<file path="src/hdl/vbd_ram.sv">
// Generic simple dual-port RAM: one write port, one read port, registered read.
// Standalone; no package dependency.
`default_nettype none

module vbd_ram #(
  parameter int WIDTH = 8,
  parameter int DEPTH = 16
) (
  input  wire logic                     clk,
  input  wire logic                     we,
  input  wire logic [$clog2(DEPTH)-1:0] waddr,
  input  wire logic [WIDTH-1:0]         wdata,
  input  wire logic                     re,
  input  wire logic [$clog2(DEPTH)-1:0] raddr,
  output      logic [WIDTH-1:0]         rdata
);

  logic [WIDTH-1:0] mem_r [DEPTH];
  logic [WIDTH-1:0] rdata_r;

  // Write port
  always_ff @(posedge clk) begin
    if (we) begin
      mem_r[waddr] <= wdata;
    end
  end

  // Read port, old data on a same-address collision
  always_ff @(posedge clk) begin
    if (re) begin
      rdata_r <= mem_r[raddr];
    end
  end

  assign rdata = rdata_r;

endmodule : vbd_ram

`default_nettype wire

</file>
<file path="config.mk">
export PLATFORM = sky130hd
export DESIGN_NAME = vbd_ram
export DESIGN_NICKNAME = d
export VERILOG_FILES = /design/src/hdl/vbd_ram.sv
export SDC_FILE = /design/constraint.sdc
export NUM_CORES = 1
export LEC_CHECK = 0
export BUFFER_PORTS_ARGS = -buffer_cell sky130_fd_sc_hd__buf_4
export CAP_MARGIN = 5
export CORE_UTILIZATION = 45
export DETAILED_ROUTE_END_ITERATION = 8
export PLACE_DENSITY = 0.61
export RECOVER_POWER = 50
export SYNTH_ARGS = -nofsm -noshare
export SYNTH_HDL_FRONTEND = slang
export SYNTH_SLANG_ARGS = --single-unit
</file>
<file path="constraint.sdc">
create_clock -name clk -period 1.84 [get_ports clk]
set_input_delay 0.092 -clock clk [delete_from_list [all_inputs] [get_ports clk]]
set_output_delay 0.092 -clock clk [all_outputs]
set_load 0.05 [all_outputs]
</file>
==> results.sh <==
export IMPL_antenna_found_initial=0
export IMPL_top_usage_layer="met2"
export IMPL_dpl_instance_area_sq_mm=0.00575
export IMPL_n_antenna_cell=0
export IMPL_maxSlewViolCount=0
export IMPL_clk_latency_ns=0.41
export IMPL_grt_util_met1_pct=26.2
export IMPL_yosys_warnings=0
export IMPL_cts_tree="done"
export IMPL_fin_util_pct=56.6
export IMPL_chipWidth_um=110
export IMPL_core_sq_mm=0.0111
export IMPL_final_period_utilization_pct=81.4
export IMPL_max_slew_margin_rel_pct=51.9
export IMPL_critPathArrivalTime_ns=1.65
export IMPL_crit_chain="mux4_2 > a22oi_1 > nand2_1"
export IMPL_drtAntennaViolNets=0
export IMPL_cts_setup_buffers=0
export IMPL_crit_family="multiplexers"
export IMPL_worstHoldPathType="input port to flop"
export IMPL_rows=38
export IMPL_io_pins=27
export IMPL_grtUsageMet2_pct=28.6
export IMPL_startpoint_type="flop"
export IMPL_drt_pass1_iterations=4
export IMPL_postSynthAreaPerCell_sq_um=22.8
export IMPL_hold_viol_final=0
export IMPL_globalRouteMet3Util_pct=5.22
export IMPL_max_stage_delay_ns=0.46
export IMPL_track_usage_pct=18.8
export IMPL_worst_pin_slew_ns=0.722
export IMPL_fin_skew_ns=0.00403
export IMPL_dieArea_sq_mm=0.0121
export IMPL_stdcell_area_sq_mm=0.00627
export IMPL_synth_top_area_cell="edfxtp_1"
export IMPL_crit_type="flop to flop"
export IMPL_hold_depth=3
export IMPL_numPortBuffers=26
export IMPL_clockBufferDepth=2
export IMPL_r2r_start="mem_r[10][7]"
export IMPL_period_needed_ns=1.50
export IMPL_end_kind="flop"
export IMPL_path_buf_inv=0
export IMPL_htree_num_levels=4
export IMPL_die_y_um=110
export IMPL_area_delta_synth_final_pct=20.0
export IMPL_syn_area_sq_mm=0.00523
export IMPL_multiInputGateArea_sq_mm=0.00106
export IMPL_power_density_mw_per_mm2=1090
export IMPL_gp_congestion=0.746
export IMPL_gr_total_overflow=0
export IMPL_min_from="waddr[1]"
export IMPL_dr_first_iter_drc_count=155
export IMPL_dr_total_vias=2528
export IMPL_drv_cap=0
export IMPL_root_buffer="clkbuf_16"
export IMPL_critPathLaunch="mem_r[10][7]"
export IMPL_cts_made_buffers=17
export IMPL_yosysUniqueCellTypes=18
export IMPL_drc=0
export IMPL_cp_required_ns=1.99
export IMPL_final_net_count=318
export IMPL_tns_ns=0
export IMPL_layout_common_cells="edfxtp_1, buf_4, clkbuf_1, mux4_2, clkbuf_16"
export IMPL_cts_sinks=136
export IMPL_reg2reg_depth=3
export IMPL_grt_first_pass_wirelength_um=15100
export IMPL_clk_pin_slew_worst_paths_ns=0.05
export IMPL_fillers=836
export IMPL_ys_ff_latch=136
export IMPL_reg2reg_slack_ns=0.34
export IMPL_ir_worst_vdd_mv=0.525
export IMPL_yosysSeqAreaShare_pct=78.1
export IMPL_grt_pass1_vias=2563
export IMPL_rsz0062_at_grt="false"
export IMPL_syn_nets=248
export IMPL_start_util_pct=47.2
export IMPL_hold_end="mem_r[0][3]"
export IMPL_grt_max_degree=26
export IMPL_leakage_nw=2.11
export IMPL_syn_inst=229
export IMPL_wire_per_inst_um=21.9
export IMPL_critPathMaxFanout=1
export IMPL_setup_viol_count_final=0
export IMPL_wirelength_um=9880
export IMPL_hpwlAfterDp_um=6500
export IMPL_max_freq_ghz=0.668
export IMPL_slowest_stage="mux4_2"
export IMPL_outcome="complete, no violations"
export IMPL_seq_area_sq_mm=0.00408
export IMPL_synth_area_leaders="edfxtp_1, mux4_2, mux4_1, a22oi_1, nor2_1"
export IMPL_fin_ws_ns=0.342
export IMPL_r2r_end="rdata[7]"
export IMPL_synth_top_area_share_pct=78.1
export IMPL_viasPerCell=5.61
export IMPL_hold_slack_ns=0.208
export IMPL_drive_gt1_share_pct=25.4
export IMPL_cts_resized=0
export IMPL_final_common_cell="edfxtp_1"
export IMPL_dp_slack_ns=0.225
export IMPL_hold_buffers=7
tightest hold or removal path, stage by stage:
cell and delay, ns:
buf_4 0.12, nor3_1 0.06, buf_4 0.17
kinds of logic after synthesis:
logic type             synth area share (%)
AO/OA/AOI/OAI                          2.30
buffers and inverters                  1.65
flip-flops                             78.1
multiplexers                           14.8
AND/OR/NAND/NOR                        3.14
cells in the mapped netlist, drive strengths merged:
cell	number
buf	7
clkdlybuf4s25	3
nand3	1
and2b	1
a22oi	16
nand2b	2
nand3b	2
nor2b	1
nand2	9
nor2	13
and2	1
or3b	1
mux4	32
nor3	4
edfxtp	136
area by class of cell:
type / count / area share (%)
flip-flops and latches: 136 / 65.1
multi-input cells: 83 / 16.9
clock buffers: 24 / 7.20
repair buffers: 61 / 7.20
well taps: 140 / 2.79
clock inverters: 7 / 0.858
worst max path at each step:
stage                  end  slack, ns  cells past startpoint
2_1_floorplan  mem_r[0][0]       0.26                      2
3_3_place_gp      rdata[2]       0.23                      5
3_5_place_dp      rdata[7]       0.22                      5
4_1_cts           rdata[7]       0.34                      3
5_1_grt           rdata[0]       0.27                      3
6_report          rdata[7]       0.34                      3
flip-flops by register name, summed over array words and instances (netlist names):
register and flops:
mem_r 128, rdata 8
per-stage QoR:
step	cells	total power, mW
2_1_floorplan	229	3.80
3_3_place_gp	413	3.97
3_5_place_dp	413	3.98
4_1_cts	451	6.91
5_1_grt	451	7.07
6_report	451	6.84
where the power goes:
group | total, mW | switching, mW | internal, mW | leakage, nW
Clock | 2.93 | 1.11 | 1.82 | 0.244
Combinational | 0.398 | 0.234 | 0.164 | 0.632
Sequential | 3.52 | 0.0194 | 3.50 | 1.24
metal layers:
layer | share of wire (%) | routed length (um)
met5 | 0 | 0
met4 | 1.3 | 130
met3 | 6.2 | 615
met2 | 48 | 4790
met1 | 44 | 4350
No activity file was read; power rests on OpenSTA's default activity.
