File: config.mk
export PLATFORM = sky130hd
export DESIGN_NAME = vbd_scan
export DESIGN_NICKNAME = d
export VERILOG_FILES = /design/src/hdl/vbd_pkg.sv /design/src/hdl/vbd_scan.sv
export SDC_FILE = /design/constraint.sdc
export NUM_CORES = 1
export LEC_CHECK = 0
export BUFFER_PORTS_ARGS = -buffer_cell sky130_fd_sc_hd__buf_4
export CELL_PAD_IN_SITES_DETAIL_PLACEMENT = 0
export CELL_PAD_IN_SITES_GLOBAL_PLACEMENT = 1
export CORE_UTILIZATION = 47
export CTS_CLUSTER_DIAMETER = 120
export CTS_CLUSTER_SIZE = 28
export DETAILED_ROUTE_END_ITERATION = 8
export PLACE_DENSITY = 0.93
export SLEW_MARGIN = 40
export SYNTH_ARGS = -nofsm -noshare
export SYNTH_HDL_FRONTEND = slang
export SYNTH_SLANG_ARGS = --single-unit
File: constraint.sdc
create_clock -name clk -period 4.65 [get_ports clk]
set_input_delay 0.2325 -clock clk [delete_from_list [all_inputs] [get_ports clk]]
set_output_delay 0.2325 -clock clk [all_outputs]
set_load 0.05 [all_outputs]
File: src/hdl/vbd_pkg.sv
// Shared types and constants of the 2x2x2 box downsampler.
// Used by the scan, output buffer and top-level modules; depends on nothing.
`default_nettype none

package vbd_pkg;

  // Field and register widths
  localparam int VOXEL_W = 8;
  localparam int SUM_W   = 11;
  localparam int CFG_W   = 9;
  localparam int CFG_IDX_W = 2;
  localparam int POS_Z_W = 9;

  // Register indexes
  localparam logic [CFG_IDX_W-1:0] REG_VOL_WIDTH  = 2'd0;
  localparam logic [CFG_IDX_W-1:0] REG_VOL_HEIGHT = 2'd1;
  localparam logic [CFG_IDX_W-1:0] REG_VOL_DEPTH  = 2'd2;

  // Register reset values
  localparam logic [CFG_W-1:0] RST_VOL_WIDTH  = 9'd256;
  localparam logic [CFG_W-1:0] RST_VOL_HEIGHT = 9'd256;
  localparam logic [CFG_W-1:0] RST_VOL_DEPTH  = 9'd128;

  // Smallest extent that forms one cube along an axis
  localparam logic [CFG_W-1:0] MIN_EXTENT = 9'd2;

  // Classification of the voxel at the current scan position
  typedef struct packed {
    logic in_box;     // inside the even extent of every axis
    logic first;      // first voxel of its cube
    logic last;       // last voxel of its cube
    logic final_cube; // cube is the last of the volume
  } scan_flags_t;

  // One result beat
  typedef struct packed {
    logic [VOXEL_W-1:0] mean_value;
    logic               last_of_volume;
  } result_t;

endpackage : vbd_pkg

`default_nettype wire

File: src/hdl/vbd_scan.sv
// Extent registers and raster position of the downsampler.
// Classifies each voxel and forms its partial-sum address; uses vbd_pkg.
`default_nettype none

module vbd_scan #(
  parameter int MAX_WIDTH  = 256,
  parameter int MAX_HEIGHT = 256
) (
  input  wire logic                                clk,
  input  wire logic                                rst_n,
  input  wire logic                                cfg_we,
  input  wire logic [vbd_pkg::CFG_IDX_W-1:0]       cfg_index,
  input  wire logic [vbd_pkg::CFG_W-1:0]           cfg_data,
  input  wire logic                                step,
  output      vbd_pkg::scan_flags_t                flags,
  output      logic [$clog2((MAX_WIDTH/2)*(MAX_HEIGHT/2))-1:0] addr
);

  import vbd_pkg::*;

  localparam int COLS = MAX_WIDTH / 2;
  localparam int ROWS = MAX_HEIGHT / 2;
  localparam int AW   = $clog2(COLS * ROWS);
  localparam int PXW  = $clog2(MAX_WIDTH);
  localparam int PYW  = $clog2(MAX_HEIGHT);
  localparam int XCW  = $clog2(MAX_WIDTH + 1);
  localparam int YCW  = $clog2(MAX_HEIGHT + 1);
  localparam int EXW  = (XCW > CFG_W) ? XCW : CFG_W;
  localparam int EYW  = (YCW > CFG_W) ? YCW : CFG_W;
  localparam logic [AW-1:0]  COLS_A = AW'(COLS);
  localparam logic [EXW-1:0] MAX_X  = EXW'(MAX_WIDTH);
  localparam logic [EYW-1:0] MAX_Y  = EYW'(MAX_HEIGHT);

  logic [CFG_W-1:0]   vol_width_r, vol_height_r, vol_depth_r;
  logic [PXW-1:0]     pos_x_r, pos_x_nxt;
  logic [PYW-1:0]     pos_y_r, pos_y_nxt;
  logic [POS_Z_W-1:0] pos_z_r, pos_z_nxt;
  logic               cfg_hit;

  logic [EXW-1:0]     w_raw, w_eff, w_even, px_ext;
  logic [EYW-1:0]     h_raw, h_eff, h_even, py_ext;
  logic [CFG_W-1:0]   d_eff, d_even;
  logic               end_x, end_y, end_z;
  logic               in_box, first, last, edge_x, edge_y, edge_z;

  // Register writes; a write to a known index restarts the volume
  always_comb begin
    cfg_hit = 1'b0;
    unique case (cfg_index) inside
      REG_VOL_WIDTH, REG_VOL_HEIGHT, REG_VOL_DEPTH: cfg_hit = cfg_we;
      default: cfg_hit = 1'b0;
    endcase
  end

  always_ff @(posedge clk) begin
    if (!rst_n) begin
      vol_width_r  <= RST_VOL_WIDTH;
      vol_height_r <= RST_VOL_HEIGHT;
      vol_depth_r  <= RST_VOL_DEPTH;
    end else if (cfg_we) begin
      unique case (cfg_index)
        REG_VOL_WIDTH:  vol_width_r  <= cfg_data;
        REG_VOL_HEIGHT: vol_height_r <= cfg_data;
        REG_VOL_DEPTH:  vol_depth_r  <= cfg_data;
        default: ;
      endcase
    end
  end

  // Effective extents: at least one cube, at most the store size
  always_comb begin
    w_raw = EXW'(vol_width_r);
    h_raw = EYW'(vol_height_r);
    if (w_raw < EXW'(MIN_EXTENT))   w_eff = EXW'(MIN_EXTENT);
    else if (w_raw > MAX_X)         w_eff = MAX_X;
    else                            w_eff = w_raw;
    if (h_raw < EYW'(MIN_EXTENT))   h_eff = EYW'(MIN_EXTENT);
    else if (h_raw > MAX_Y)         h_eff = MAX_Y;
    else                            h_eff = h_raw;
    if (vol_depth_r < MIN_EXTENT)   d_eff = MIN_EXTENT;
    else                            d_eff = vol_depth_r;
    w_even = {w_eff[EXW-1:1], 1'b0};
    h_even = {h_eff[EYW-1:1], 1'b0};
    d_even = {d_eff[CFG_W-1:1], 1'b0};
  end

  // Classify the voxel at the current position
  always_comb begin
    px_ext = EXW'(pos_x_r);
    py_ext = EYW'(pos_y_r);
    in_box = (px_ext < w_even) && (py_ext < h_even) && (pos_z_r < d_even);
    first  = ~(pos_x_r[0] | pos_y_r[0] | pos_z_r[0]);
    last   = pos_x_r[0] & pos_y_r[0] & pos_z_r[0];
    edge_x = (px_ext == w_even - EXW'(1));
    edge_y = (py_ext == h_even - EYW'(1));
    edge_z = (pos_z_r == d_even - CFG_W'(1));
    flags.in_box     = in_box;
    flags.first      = first;
    flags.last       = last;
    flags.final_cube = last & edge_x & edge_y & edge_z;
  end

  // Partial-sum address of the cube: row of the output plane times the store width
  assign addr = AW'(pos_y_r[PYW-1:1]) * COLS_A + AW'(pos_x_r[PXW-1:1]);

  // Advance the raster position
  always_comb begin
    end_x = (px_ext == w_eff - EXW'(1));
    end_y = (py_ext == h_eff - EYW'(1));
    end_z = (pos_z_r == d_eff - CFG_W'(1));
    pos_x_nxt = pos_x_r;
    pos_y_nxt = pos_y_r;
    pos_z_nxt = pos_z_r;
    if (step) begin
      if (!end_x) begin
        pos_x_nxt = pos_x_r + PXW'(1);
      end else begin
        pos_x_nxt = '0;
        if (!end_y) begin
          pos_y_nxt = pos_y_r + PYW'(1);
        end else begin
          pos_y_nxt = '0;
          pos_z_nxt = end_z ? '0 : pos_z_r + POS_Z_W'(1);
        end
      end
    end
  end

  always_ff @(posedge clk) begin
    if (!rst_n || cfg_hit) begin
      pos_x_r <= '0;
      pos_y_r <= '0;
      pos_z_r <= '0;
    end else begin
      pos_x_r <= pos_x_nxt;
      pos_y_r <= pos_y_nxt;
      pos_z_r <= pos_z_nxt;
    end
  end

  // X position stays inside the effective width
  a_x_in_range: assert property (@(posedge clk) disable iff (!rst_n)
    EXW'(pos_x_r) < w_eff) else $error("x position beyond width");
  a_restart: assert property (@(posedge clk) disable iff (!rst_n)
    cfg_hit |=> (pos_x_r == '0 && pos_y_r == '0 && pos_z_r == '0))
    else $error("register write did not restart the volume");
  a_final_last: assert property (@(posedge clk) disable iff (!rst_n)
    flags.final_cube |-> flags.last) else $error("final cube flag off a cube end");

endmodule : vbd_scan

`default_nettype wire

==> results_dict.tcl <==
set metrics [dict create \
    synth.top_cell.area_share_pct 22.9 \
    fp.dieH_um 100 \
    setup_violations 0 \
    wl_per_cell_um 15.9 \
    setup.worst_path.start "vol_width_r[3]$_SDFFE_PN0P_" \
    dp_hpwl_mm 8.25 \
    fin_crit_sh_pct 89.8 \
    p_leak_nw 1.93 \
    yosysSeqAreaShare_pct 22.9 \
    netlist_area_um2 4560 \
    syn2layout_area_growth_pct 4.50 \
    multi_input_area_um2 3130 \
    synth_area_per_cell_um2 8.53 \
    fill_cells 899 \
    gr-usage-all-layers_pct 21.7 \
    tightest_slew_ns 0.706 \
    dr.pass1.iters 6 \
    grt.overflow.total 0 \
    clock_insertion_delay_worst_skew_ns 0.31 \
    cts-htree-levels 2 \
    core_area_um2 9330 \
    finalMaxSlewViolations 0 \
    synth_top_flop_cell "dfxtp_1" \
    layout.area.seq_um2 1040 \
    cts_setup_buffers 0 \
    ys_warn_count 0 \
    fin_skew_ns 0.00556 \
    hold_viol 0 \
    ios 33 \
    dp_slack_ns 0.772 \
    wl_mm 10.5 \
    ys_ff_latch 52 \
    rsz0062_at_grt "no" \
    status "complete, no violations" \
    fmax_mhz 239 \
    first_iter_violations 194 \
    ys_top_cells_by_count "dfxtp_1 (52), nor2_1 (39), ha_1 (32), nand2_1 (32)" \
    synth_cells 534 \
    end_kind "primary output" \
    grt_pass1_vias 3396 \
    ir_worst_vdd_v 0.000133 \
    via_per_inst 5.70 \
    critPathLaunchType "flop" \
    cts_tree "yes" \
    grt_start_max_net_pins 30 \
    nets 577 \
    synth_async_sr_flop_share_pct 0 \
    power_per_cell_area_nw_per_um2 190 \
    r2r_slack_ns 0.68 \
    initial_core_util_pct 48.8 \
    cp_data_arrival_time_ns 3.95 \
    clkSinkCount 52 \
    drc_errors 0 \
    fin_ws_ns 0.472 \
    grt_pass1_wl_mm 17.2 \
    synth_top_area_cell "dfxtp_1" \
    fp.dieW_um 100 \
    ant_nets 0 \
    num_rows 35 \
    dieArea_um2 10100 \
    fin_crit_ns 4.18 \
    antenna_found_initial 0 \
    synth-edff-count 0 \
    cts_made_buffers 5 \
    path_class "reg2out" \
    synthTopCellsByArea "dfxtp_1 (23%), ha_1 (8.8%), mux2i_1 (6.2%), xor2_1 (6.0%), nor2b_1 (4.3%)" \
    hold_buffers 0 \
    clk_pin_slew_ns 0.09 \
    synth_nets 581 \
    ctsResizeCount 0 \
    worstPathRequired_ns 4.42 \
    synth_most_common_cell "dfxtp_1" \
    yosysUniqueCellTypes 80 \
    maxCapViolCount 0 \
    hp-class "in2reg" \
    min_from "cfg_data[8]" \
    clockRootBuffer "clkbuf_8" \
    num_vias 3764 \
    gp_congestion 0.944 \
    drive_gt1_share_pct 12.6 \
    timing.rr.start "vol_width_r[3]$_SDFFE_PN0P_" \
    cts_buffer_depth 2 \
    post-route-util_pct 51.0 \
    slew_headroom_pct 52.5 \
    tns_ns 0 \
    holdWs_ns 0.178 \
    n_antenna_cell 0 \
    critPathMaxFanout 8 \
    io_buffer_count 32 \
]
logic make-up (layout without fill, tap and decap cells):
| family | Yosys count | count (layout) | share of synthesized area [%] |
|---|---|---|---|
| flip-flops | 52 | 52 | 22.9 |
| AO/OA/AOI/OAI | 95 | 95 | 15.1 |
| multiplexers | 29 | 29 | 6.65 |
| AND/OR/NAND/NOR | 206 | 206 | 27.6 |
| buffers and inverters | 68 | 65 | 8.51 |
| XOR/XNOR | 52 | 52 | 10.5 |
| adder cells (fa/ha/maj) | 32 | 32 | 8.79 |
final timing paths:
path	endpoint	cells past startpoint
max reg2reg	pos_z_r[8]$_SDFFE_PP0P_	11
min	h_raw[8]$_SDFFE_PN1P_	3
max	flags[0]	11
min reg2reg	vol_depth_r[0]$_SDFFE_PN0P_	2
flip-flops by register name, summed over array words and instances, names as in the netlist:
name	flops
h_raw	9
pos_x_r	8
pos_y_r	8
pos_z_r	9
vol_depth_r	9
vol_width_r	9
cell type report:
cell class              count  area share [%]
well taps                 129            3.39
inverters                  23            1.81
repair buffers             34            5.36
multi-input cells         414            65.7
clock buffers               8            1.89
flip-flops and latches     52            21.9
routing by layer:
layer	wire (um)	track usage, %
met1	5250	32.4
met2	4500	32.7
met3	548	2.70
met4	162	5.35
met5	0	0
cells in the final DEF, fill, tap and decap left out, drive strengths merged, types with 4 or more instances in the layout:
master / count
a21oi: 16
nand2b: 18
xnor2: 19
inv: 23
o21ai: 20
nand3b: 8
and4: 4
dfxtp: 52
mux2i: 29
nand4: 7
or4: 4
ha: 32
buf: 34
nor4: 7
clkbuf: 8
o211ai: 16
xor2: 32
nand2: 33
nor2: 39
o21a: 13
and3: 9
nand3: 11
o31ai: 4
nor3: 10
nor2b: 31
a211oi: 4
power by group:
group	switching [mW]	internal, mW
clock	0.144	0.122
sequential	0.0199	0.454
combinational	0.0896	0.0736
total	0.253	0.649
per-stage QoR:
stage | cell area, um2 | instances | power [mW]
after floorplan | 4560 | 534 | 0.606
after global placement | 4670 | 652 | 0.642
after detailed placement | 4670 | 652 | 0.646
after CTS | 4760 | 660 | 0.908
after global routing | 4760 | 660 | 0.943
final | 4760 | 660 | 0.903
critical path, cell delays in order, from the launching register on:
cell      delay (ns)
dfxtp_1         0.50
nor3_1          0.18
and2_0          0.18
o21ai_0         0.35
ha_1            0.42
o21ai_0         0.21
xnor2_1         0.18
nor4_1          0.34
nand4_1         0.14
or4_1           0.53
a211oi_1        0.33
buf_4           0.27
No activity file was read; power rests on OpenSTA's default activity.
