$ cat src/hdl/vbd_pkg.sv
// Shared types and constants of the 2x2x2 box downsampler.
// Used by the scan, output buffer and top-level modules; depends on nothing.
`default_nettype none

package vbd_pkg;

  // Field and register widths
  localparam int VOXEL_W = 8;
  localparam int SUM_W   = 11;
  localparam int CFG_W   = 9;
  localparam int CFG_IDX_W = 2;
  localparam int POS_Z_W = 9;

  // Register indexes
  localparam logic [CFG_IDX_W-1:0] REG_VOL_WIDTH  = 2'd0;
  localparam logic [CFG_IDX_W-1:0] REG_VOL_HEIGHT = 2'd1;
  localparam logic [CFG_IDX_W-1:0] REG_VOL_DEPTH  = 2'd2;

  // Register reset values
  localparam logic [CFG_W-1:0] RST_VOL_WIDTH  = 9'd256;
  localparam logic [CFG_W-1:0] RST_VOL_HEIGHT = 9'd256;
  localparam logic [CFG_W-1:0] RST_VOL_DEPTH  = 9'd128;

  // Smallest extent that forms one cube along an axis
  localparam logic [CFG_W-1:0] MIN_EXTENT = 9'd2;

  // Classification of the voxel at the current scan position
  typedef struct packed {
    logic in_box;     // inside the even extent of every axis
    logic first;      // first voxel of its cube
    logic last;       // last voxel of its cube
    logic final_cube; // cube is the last of the volume
  } scan_flags_t;

  // One result beat
  typedef struct packed {
    logic [VOXEL_W-1:0] mean_value;
    logic               last_of_volume;
  } result_t;

endpackage : vbd_pkg

`default_nettype wire

$ cat src/hdl/vbd_out_buf.sv
// Two-entry result buffer between the accumulate stage and the output channel.
// Reports when it cannot take another in-flight result; uses vbd_pkg.
`default_nettype none

module vbd_out_buf (
  input  wire logic             clk,
  input  wire logic             rst_n,
  input  wire logic             push,
  input  wire vbd_pkg::result_t push_data,
  output      logic             full_soon,
  output      logic             out_valid,
  input  wire logic             out_stall,
  output      vbd_pkg::result_t out_data
);

  import vbd_pkg::*;

  result_t    head_r, head_nxt, tail_r, tail_nxt;
  logic [1:0] count_r, count_nxt;
  logic       pop;

  assign out_valid = (count_r != 2'd0);
  assign out_data  = head_r;
  assign pop       = out_valid && !out_stall;
  // No room for a beat accepted now, counting the one about to land
  assign full_soon = (count_r == 2'd2) || (count_r == 2'd1 && push);

  // Shift on pop, append on push
  always_comb begin
    head_nxt  = head_r;
    tail_nxt  = tail_r;
    count_nxt = count_r;
    case ({pop, push})
      2'b11: begin
        if (count_r == 2'd1) begin
          head_nxt = push_data;
        end else begin
          head_nxt = tail_r;
          tail_nxt = push_data;
        end
      end
      2'b10: begin
        head_nxt  = tail_r;
        count_nxt = count_r - 2'd1;
      end
      2'b01: begin
        if (count_r == 2'd0) head_nxt = push_data;
        else                 tail_nxt = push_data;
        count_nxt = count_r + 2'd1;
      end
      default: ;
    endcase
  end

  always_ff @(posedge clk) begin
    if (!rst_n) begin
      count_r <= 2'd0;
    end else begin
      count_r <= count_nxt;
    end
  end

  always_ff @(posedge clk) begin
    head_r <= head_nxt;
    tail_r <= tail_nxt;
  end

  a_no_overflow: assert property (@(posedge clk) disable iff (!rst_n)
    push |-> !(count_r == 2'd2 && !pop)) else $error("result buffer overflow");
  a_count_max: assert property (@(posedge clk) disable iff (!rst_n)
    count_r != 2'd3) else $error("result buffer count corrupt");
  a_hold_stalled: assert property (@(posedge clk) disable iff (!rst_n)
    (out_valid && out_stall) |=> (out_valid && $stable(out_data)))
    else $error("stalled result beat changed");

endmodule : vbd_out_buf

`default_nettype wire
$ cat config.mk
export PLATFORM = sky130hd
export DESIGN_NAME = vbd_out_buf
export DESIGN_NICKNAME = d
export VERILOG_FILES = /design/src/hdl/vbd_pkg.sv /design/src/hdl/vbd_out_buf.sv
export SDC_FILE = /design/constraint.sdc
export NUM_CORES = 1
export LEC_CHECK = 0
export ABC_AREA = 1
export BUFFER_PORTS_ARGS = -buffer_cell sky130_fd_sc_hd__clkbuf_2
export CAP_MARGIN = 20
export CORE_MARGIN = 4
export CORE_UTILIZATION = 57
export DETAILED_ROUTE_END_ITERATION = 16
export PLACE_DENSITY = 0.81
export SLEW_MARGIN = 20
export SYNTH_ARGS = -nofsm -noshare
export SYNTH_HDL_FRONTEND = slang
export SYNTH_SLANG_ARGS = --single-unit
$ cat constraint.sdc
create_clock -name clk -period 5.5 [get_ports clk]
set_input_delay 0.55 -clock clk [delete_from_list [all_inputs] [get_ports clk]]
set_output_delay 0.55 -clock clk [all_outputs]
set_load 0.05 [all_outputs]
==> metrics.txt, run 1 <==
number of levels the H-tree was split into 1; Fin Setup TNS 0 ps; count of pins on the block boundary 24; initial standard-cell utilization of the core 60.14%; total area of multi-input combinational cells 490.5 sq um; via/cell ratio 5.036; max cap viols 0; flop-to-flop setup slack 3200 ps; global-route wire length before repair 3.615 mm; leading post-synthesis cells by cell area sky130_fd_sc_hd__edfxtp_1, sky130_fd_sc_hd__nand2_1, sky130_fd_sc_hd__ha_1, sky130_fd_sc_hd__o21ai_2, sky130_fd_sc_hd__inv_1; Layout fillers 181; total wirelength of the detailed-routed design 2.359 mm; core footprint 1962 sq um; total setup violations reported at the end of the flow 0; placed wire-length estimate after detailed placement 1.664 mm; setup bufs post-CTS 0; final net count 186; final routed DRC violation total 0; Arrival @ worst endpoint 1840 ps; Inserted Clock Buffers 3; n_diodes 0; antenna violations before repair 0; number of max-slew violations in the final report 0; total placed instance area 1310 sq um; via count of the routed design 967; Finished Layout Cells 192; number of hold-repair buffers added at the cts stage 0; power per cell area 420.9 nW/um^2; CP Capture Point full_soon; maximum single-stage delay on the critical path 640 ps; fin area 1336 sq um; combined area of all synthesized cells 1180 sq um; part of the Yosys area used for sequential elements 49.20%; via count of the first global-routing pass 896; number of gates resized after cts 0; final setup skew 3.003 ps; area growth from synthesis to layout 13.26%; category of the most critical setup path flip-flop to output port; Max Buffers Root-to-Sink 2; Max-slew headroom 53.39%; worst setup slack after layout 3105 ps; count of synthesis-stage warnings from yosys 0; total of flip-flops plus latches after synthesis 20; share of final-layout standard cells stronger than drive strength 1 24.24%; type of destination of the critical path output port; clock tree from TritonCTS built; area of the die 2862 sq um; Overall Global Routing Usage 18.07%; net count after synthesis 161; peak clock frequency supported by timing 417.6 MHz; nature of the critical path startpoint flip-flop; Slowest-stage cell, CP sky130_fd_sc_hd__ha_1; status finished, final reports clean; worst vdd rail ir drop 0.2220 mV; maximum number of pins on one net before global-route repair 21; total area of sequential cells 580.6 sq um; IO Port Bufs 23; cell depth of the worst flop-to-flop path 8; Placement Rows 16; cells after synthesis 141; Critical Path Source count_r[0]$_SDFFE_PN0N_; most instantiated cells after synthesis sky130_fd_sc_hd__nand2_1, sky130_fd_sc_hd__inv_1, sky130_fd_sc_hd__edfxtp_1, sky130_fd_sc_hd__nor2_1, sky130_fd_sc_hd__o21ai_2; final-report hold violation count 0; proportion of netlist area held by the largest area contributor 45.81%; cell count after placement 188; final estimated routing congestion in global placement 0.7798; startpoint of the worst register-to-register path count_r[0]$_SDFFE_PN0N_; cell accounting for the most synthesized area sky130_fd_sc_hd__edfxtp_1; wire length per cell after detailed routing 12.29 um; worst min-delay path class input pin to flip-flop; clock-pin slew on the worst setup and hold paths 110 ps; Place WS 3235 ps; pin slew with the least headroom to its limit 699.2 ps; clock insertion delay at the later pin of the skew report 300 ps; number of synthesized flops with an enable pin 18; CTS Root Buffer Type sky130_fd_sc_hd__clkbuf_4; router iterations before antenna repair 5; chip width 53.50 um; Distinct cells, synth 18; endpoint of the most critical register-to-register path out_data[5]$_DFFE_PP_; leading register cell type out of synthesis sky130_fd_sc_hd__edfxtp_1; worst-path maximum fanout 20; most frequent cell after synthesis sky130_fd_sc_hd__nand2_1; die boundary height 53.50 um; asr flop ratio synth 0%; part of the cycle the worst path needs 43.54%; overflow left after global routing 0; Static Leakage 0.6797 nW; CP Cell Sequence ha_1, a21o_1, clkbuf_2; DR iter-0 viols 32; average cell area after synthesis 8.368 sq um; Antenna Violating Nets Remaining 0; final critical path time including I/O delays and setup 2395 ps; RSZ-0062 raised after global routing false; data required time at the worst endpoint 4950 ps; clock net sink count 20
placed cells by master, fill, tap and decap left out:
cell,count
sky130_fd_sc_hd__nor2_1,11
sky130_fd_sc_hd__clkbuf_4,3
sky130_fd_sc_hd__a21oi_1,1
sky130_fd_sc_hd__inv_2,1
sky130_fd_sc_hd__o21ai_2,9
sky130_fd_sc_hd__a21oi_2,1
sky130_fd_sc_hd__ha_1,7
sky130_fd_sc_hd__buf_4,2
sky130_fd_sc_hd__dfxtp_1,2
sky130_fd_sc_hd__edfxtp_1,18
sky130_fd_sc_hd__o21ai_0,1
sky130_fd_sc_hd__nand3_1,1
sky130_fd_sc_hd__nand2_1,62
sky130_fd_sc_hd__nand2_4,1
sky130_fd_sc_hd__a21o_1,1
sky130_fd_sc_hd__inv_1,19
sky130_fd_sc_hd__clkbuf_2,23
sky130_fd_sc_hd__a21boi_0,1
sky130_fd_sc_hd__clkinv_1,1
routing by layer:
layer	routed length [um]	up-vias	track usage, %
li1	-	483	-
met4	32	0	6.383
met3	103	5	5.070
met1	980	447	18.37
met2	1243	32	34.29
met5	0	-	0
cell families after synthesis:
kind of cell               share of synthesized area (%)
and+or+nand+nor                                    24.60
AOI/OAI and AO/OA                                  9.544
DFF                                                49.20
buffers and inverters                              9.226
adders and majority gates                          7.423
registers in the layout, summed over array words and instances, names as in the netlist:
| register | flops |
|---|---|
| tail_r | 9 |
| count_r | 2 |
| out_data | 9 |
cell type report:
type,count,share of cell area [%]
clock buffers,3,1.685
clock inverters,1,0.2809
repair buffers,25,9.738
inverters,20,5.618
multi-input cells,96,36.70
flip-flops and latches,20,43.45
well taps,27,2.528
worst min-delay path by stage:
stage | startpoint | end | slack [ps] | cells past startpoint
global placement | count_r[0]$_SDFFE_PN0N_ | count_r[0]$_SDFFE_PN0N_ | 510 | 2
floorplan | count_r[0]$_SDFFE_PN0N_ | count_r[0]$_SDFFE_PN0N_ | 490 | 2
global route | push_data[1] | tail_r[1]$_DFFE_PP_ | 430 | 1
CTS | push_data[8] | tail_r[8]$_DFFE_PP_ | 440 | 1
detailed placement | count_r[0]$_SDFFE_PN0N_ | count_r[0]$_SDFFE_PN0N_ | 520 | 2
finish | push_data[8] | tail_r[8]$_DFFE_PP_ | 440 | 1
stage by stage:
step | power [mW] | hold slack [ps] | utilization, %
after global placement | 0.4854 | 507.2 | 66.77
after global routing | 0.5929 | 428.7 | 68.11
after floorplan | 0.4370 | 493.4 | -
after CTS | 0.5654 | 436.9 | 68.11
final | 0.5624 | 443.6 | 68.11
after detailed placement | 0.4934 | 524.9 | 66.77
power by group:
group	switching [mW]	internal, mW	total, mW
registers	0.0135	0.213	0.227
logic	0.195	0.0678	0.263
clock network	0.0460	0.0265	0.0725
critical path, delay by kind of cell, from the launching register on:
family | cells | cell delay, ps
buf+inv | 1 | 270
flops | 1 | 440
compound gates | 1 | 190
fa+ha+maj | 1 | 640
Note: power is estimated with default switching activity, not from simulation.
==> run 2: changes to the inputs <==
CORE_UTILIZATION = 48   (was 57)
PLACE_DENSITY = 0.73   (was 0.81)
clock period = 1.95 ns   (was 5.5 ns; I/O delays follow)
==> metrics.txt, run 2 (same netlist as run 1, synthesis figures left out) <==
clock-pin slew on the worst setup and hold paths 110 ps; via/cell ratio 4.763; router iterations before antenna repair 4; clock tree from TritonCTS built; n_diodes 0; cell count after placement 194; final setup skew 3.860 ps; total placed instance area 1353 sq um; core footprint 2276 sq um; die boundary height 57.58 um; worst min-delay path class input pin to flip-flop; Placement Rows 17; maximum number of pins on one net before global-route repair 12; final routed DRC violation total 0; hold wc startpoint push_data[6]; via count of the routed design 943; max cap viols 0; placed wire-length estimate after detailed placement 1.851 mm; number of max-slew violations in the final report 0; Fin Setup TNS 0 ps; area growth from synthesis to layout 17.82%; sequential share of power 38.9%; type of destination of the critical path flip-flop; chip width 57.58 um; switching fraction of total power 44.42%; Inserted Clock Buffers 3; wire length per cell after detailed routing 12.25 um; Clock Power Share 12.3%; via count of the first global-routing pass 947; part of the cycle the worst path needs 95.46%; count of pins on the block boundary 24; final net count 191; initial standard-cell utilization of the core 51.84%; final-report hold violation count 0; IO Port Bufs 23; Arrival @ worst endpoint 1880 ps; overflow left after global routing 0; Finished Layout Cells 198; Max Buffers Root-to-Sink 2; Overall Global Routing Usage 16.18%; final critical path time including I/O delays and setup 1861 ps; number of levels the H-tree was split into 1; global-route wire length before repair 4.071 mm; clock net sink count 20; nature of the critical path startpoint flip-flop; status finished, final reports clean; area of the die 3315 sq um; total internal power 910.5 uW; most common library cell in the layout ignoring fill and taps sky130_fd_sc_hd__nand2_1; CTS Root Buffer Type sky130_fd_sc_hd__clkbuf_4; power per cell area 1179 nW/um^2; RSZ-0062 raised after global routing false; pin slew with the least headroom to its limit 403.0 ps; antenna violations before repair 0; Critical Path Source count_r[1]$_SDFFE_PN0N_; total wirelength of the detailed-routed design 2.426 mm; share of final-layout standard cells stronger than drive strength 1 28.82%; leading cell types in the layout, fill and taps excluded sky130_fd_sc_hd__nand2_1, sky130_fd_sc_hd__clkbuf_2, sky130_fd_sc_hd__inv_1, sky130_fd_sc_hd__edfxtp_1, sky130_fd_sc_hd__nor2_1; fin area 1390 sq um; combinational group share of total power 48.8%; number of hold-repair buffers added at the cts stage 0; DR iter-0 viols 14; worst vdd rail ir drop 0.7111 mV; Static Leakage 0.7040 nW; Max-slew headroom 73.13%; total setup violations reported at the end of the flow 0; Antenna Violating Nets Remaining 0; Layout fillers 201; startpoint of the worst register-to-register path count_r[1]$_SDFFE_PN0N_; data required time at the worst endpoint 1970 ps; peak clock frequency supported by timing 537.2 MHz; Switching Power 727.8 uW; clock insertion delay at the later pin of the skew report 300 ps; final estimated routing congestion in global placement 0.7885; category of the most critical setup path flip-flop to flip-flop; final hold slack 98.40 ps; worst-path maximum fanout 6
==> run 2: cell types whose count changed in the layout (fill, tap and decap cells not counted), sizes merged <==
| cell | change |
|---|---|
| clkinv | -1 |
| buf | +5 |
| clkbuf | +1 |
==> run 2: cell type report <==
class | instances | area [sq um] | area share, %
flip-flops and latches | 20 | 580.6 | 41.76
multi-input cells | 96 | 501.7 | 36.09
repair buffers | 30 | 171.4 | 12.33
inverters | 20 | 75.07 | 5.401
well taps | 28 | 35.03 | 2.520
clock buffers | 4 | 26.28 | 1.890
==> run 2: stage by stage <==
stage / setup slack (ps) / power (mW) / utilization [%]
after floorplan: 28.72 / 1.236 / -
after global placement: 103.7 / 1.409 / 59.43
after detailed placement: 9.601 / 1.440 / 59.43
after CTS: 53.91 / 1.650 / 60.69
after global routing: 2.294 / 1.745 / 61.08
final: 88.59 / 1.638 / 61.08
==> run 2: final timing paths <==
path	to	slack, ps	depth (start not counted)
worst max-delay path	tail_r[7]$_DFFE_PP_	90	9
worst min-delay path	tail_r[6]$_DFFE_PP_	100	1
worst max register to register	tail_r[7]$_DFFE_PP_	90	9
worst min register to register	count_r[0]$_SDFFE_PN0N_	610	3
==> run 2: power groups by stage <==
stage | clock network (mW) | registers [mW] | logic, mW
floorplan | 0 | 0.857 | 0.379
global placement | 0 | 0.642 | 0.768
detailed placement | 0 | 0.649 | 0.790
CTS | 0.216 | 0.639 | 0.795
global route | 0.238 | 0.644 | 0.863
finish | 0.202 | 0.638 | 0.799
==> run 2: worst max-delay path: stages, from the launching register on <==
cell                       delay (ps)
sky130_fd_sc_hd__dfxtp_1          360
sky130_fd_sc_hd__inv_1             80
sky130_fd_sc_hd__ha_1             200
sky130_fd_sc_hd__nor2_2           140
sky130_fd_sc_hd__inv_1            100
sky130_fd_sc_hd__ha_2             210
sky130_fd_sc_hd__inv_1             70
sky130_fd_sc_hd__nand2_1           60
sky130_fd_sc_hd__a21boi_2         200
sky130_fd_sc_hd__buf_6            160
==> run 2: layer usage <==
layer  global-route usage [%]  part of all wire [%]  up-vias
li1                         -                     -      496
met1                    18.44                    41      424
met2                    29.52                    54       21
met3                    2.941                   4.8        2
met4                    6.291                  0.58        0
met5                        0                     0        -
==> run 2: repair_timing <==
item | 4_1_cts | 5_1_grt
setup endpoints to repair | 4 | 14
resized for setup | 1 | 3
buffers inserted | 0 | 0
pin swaps | 0 | 1
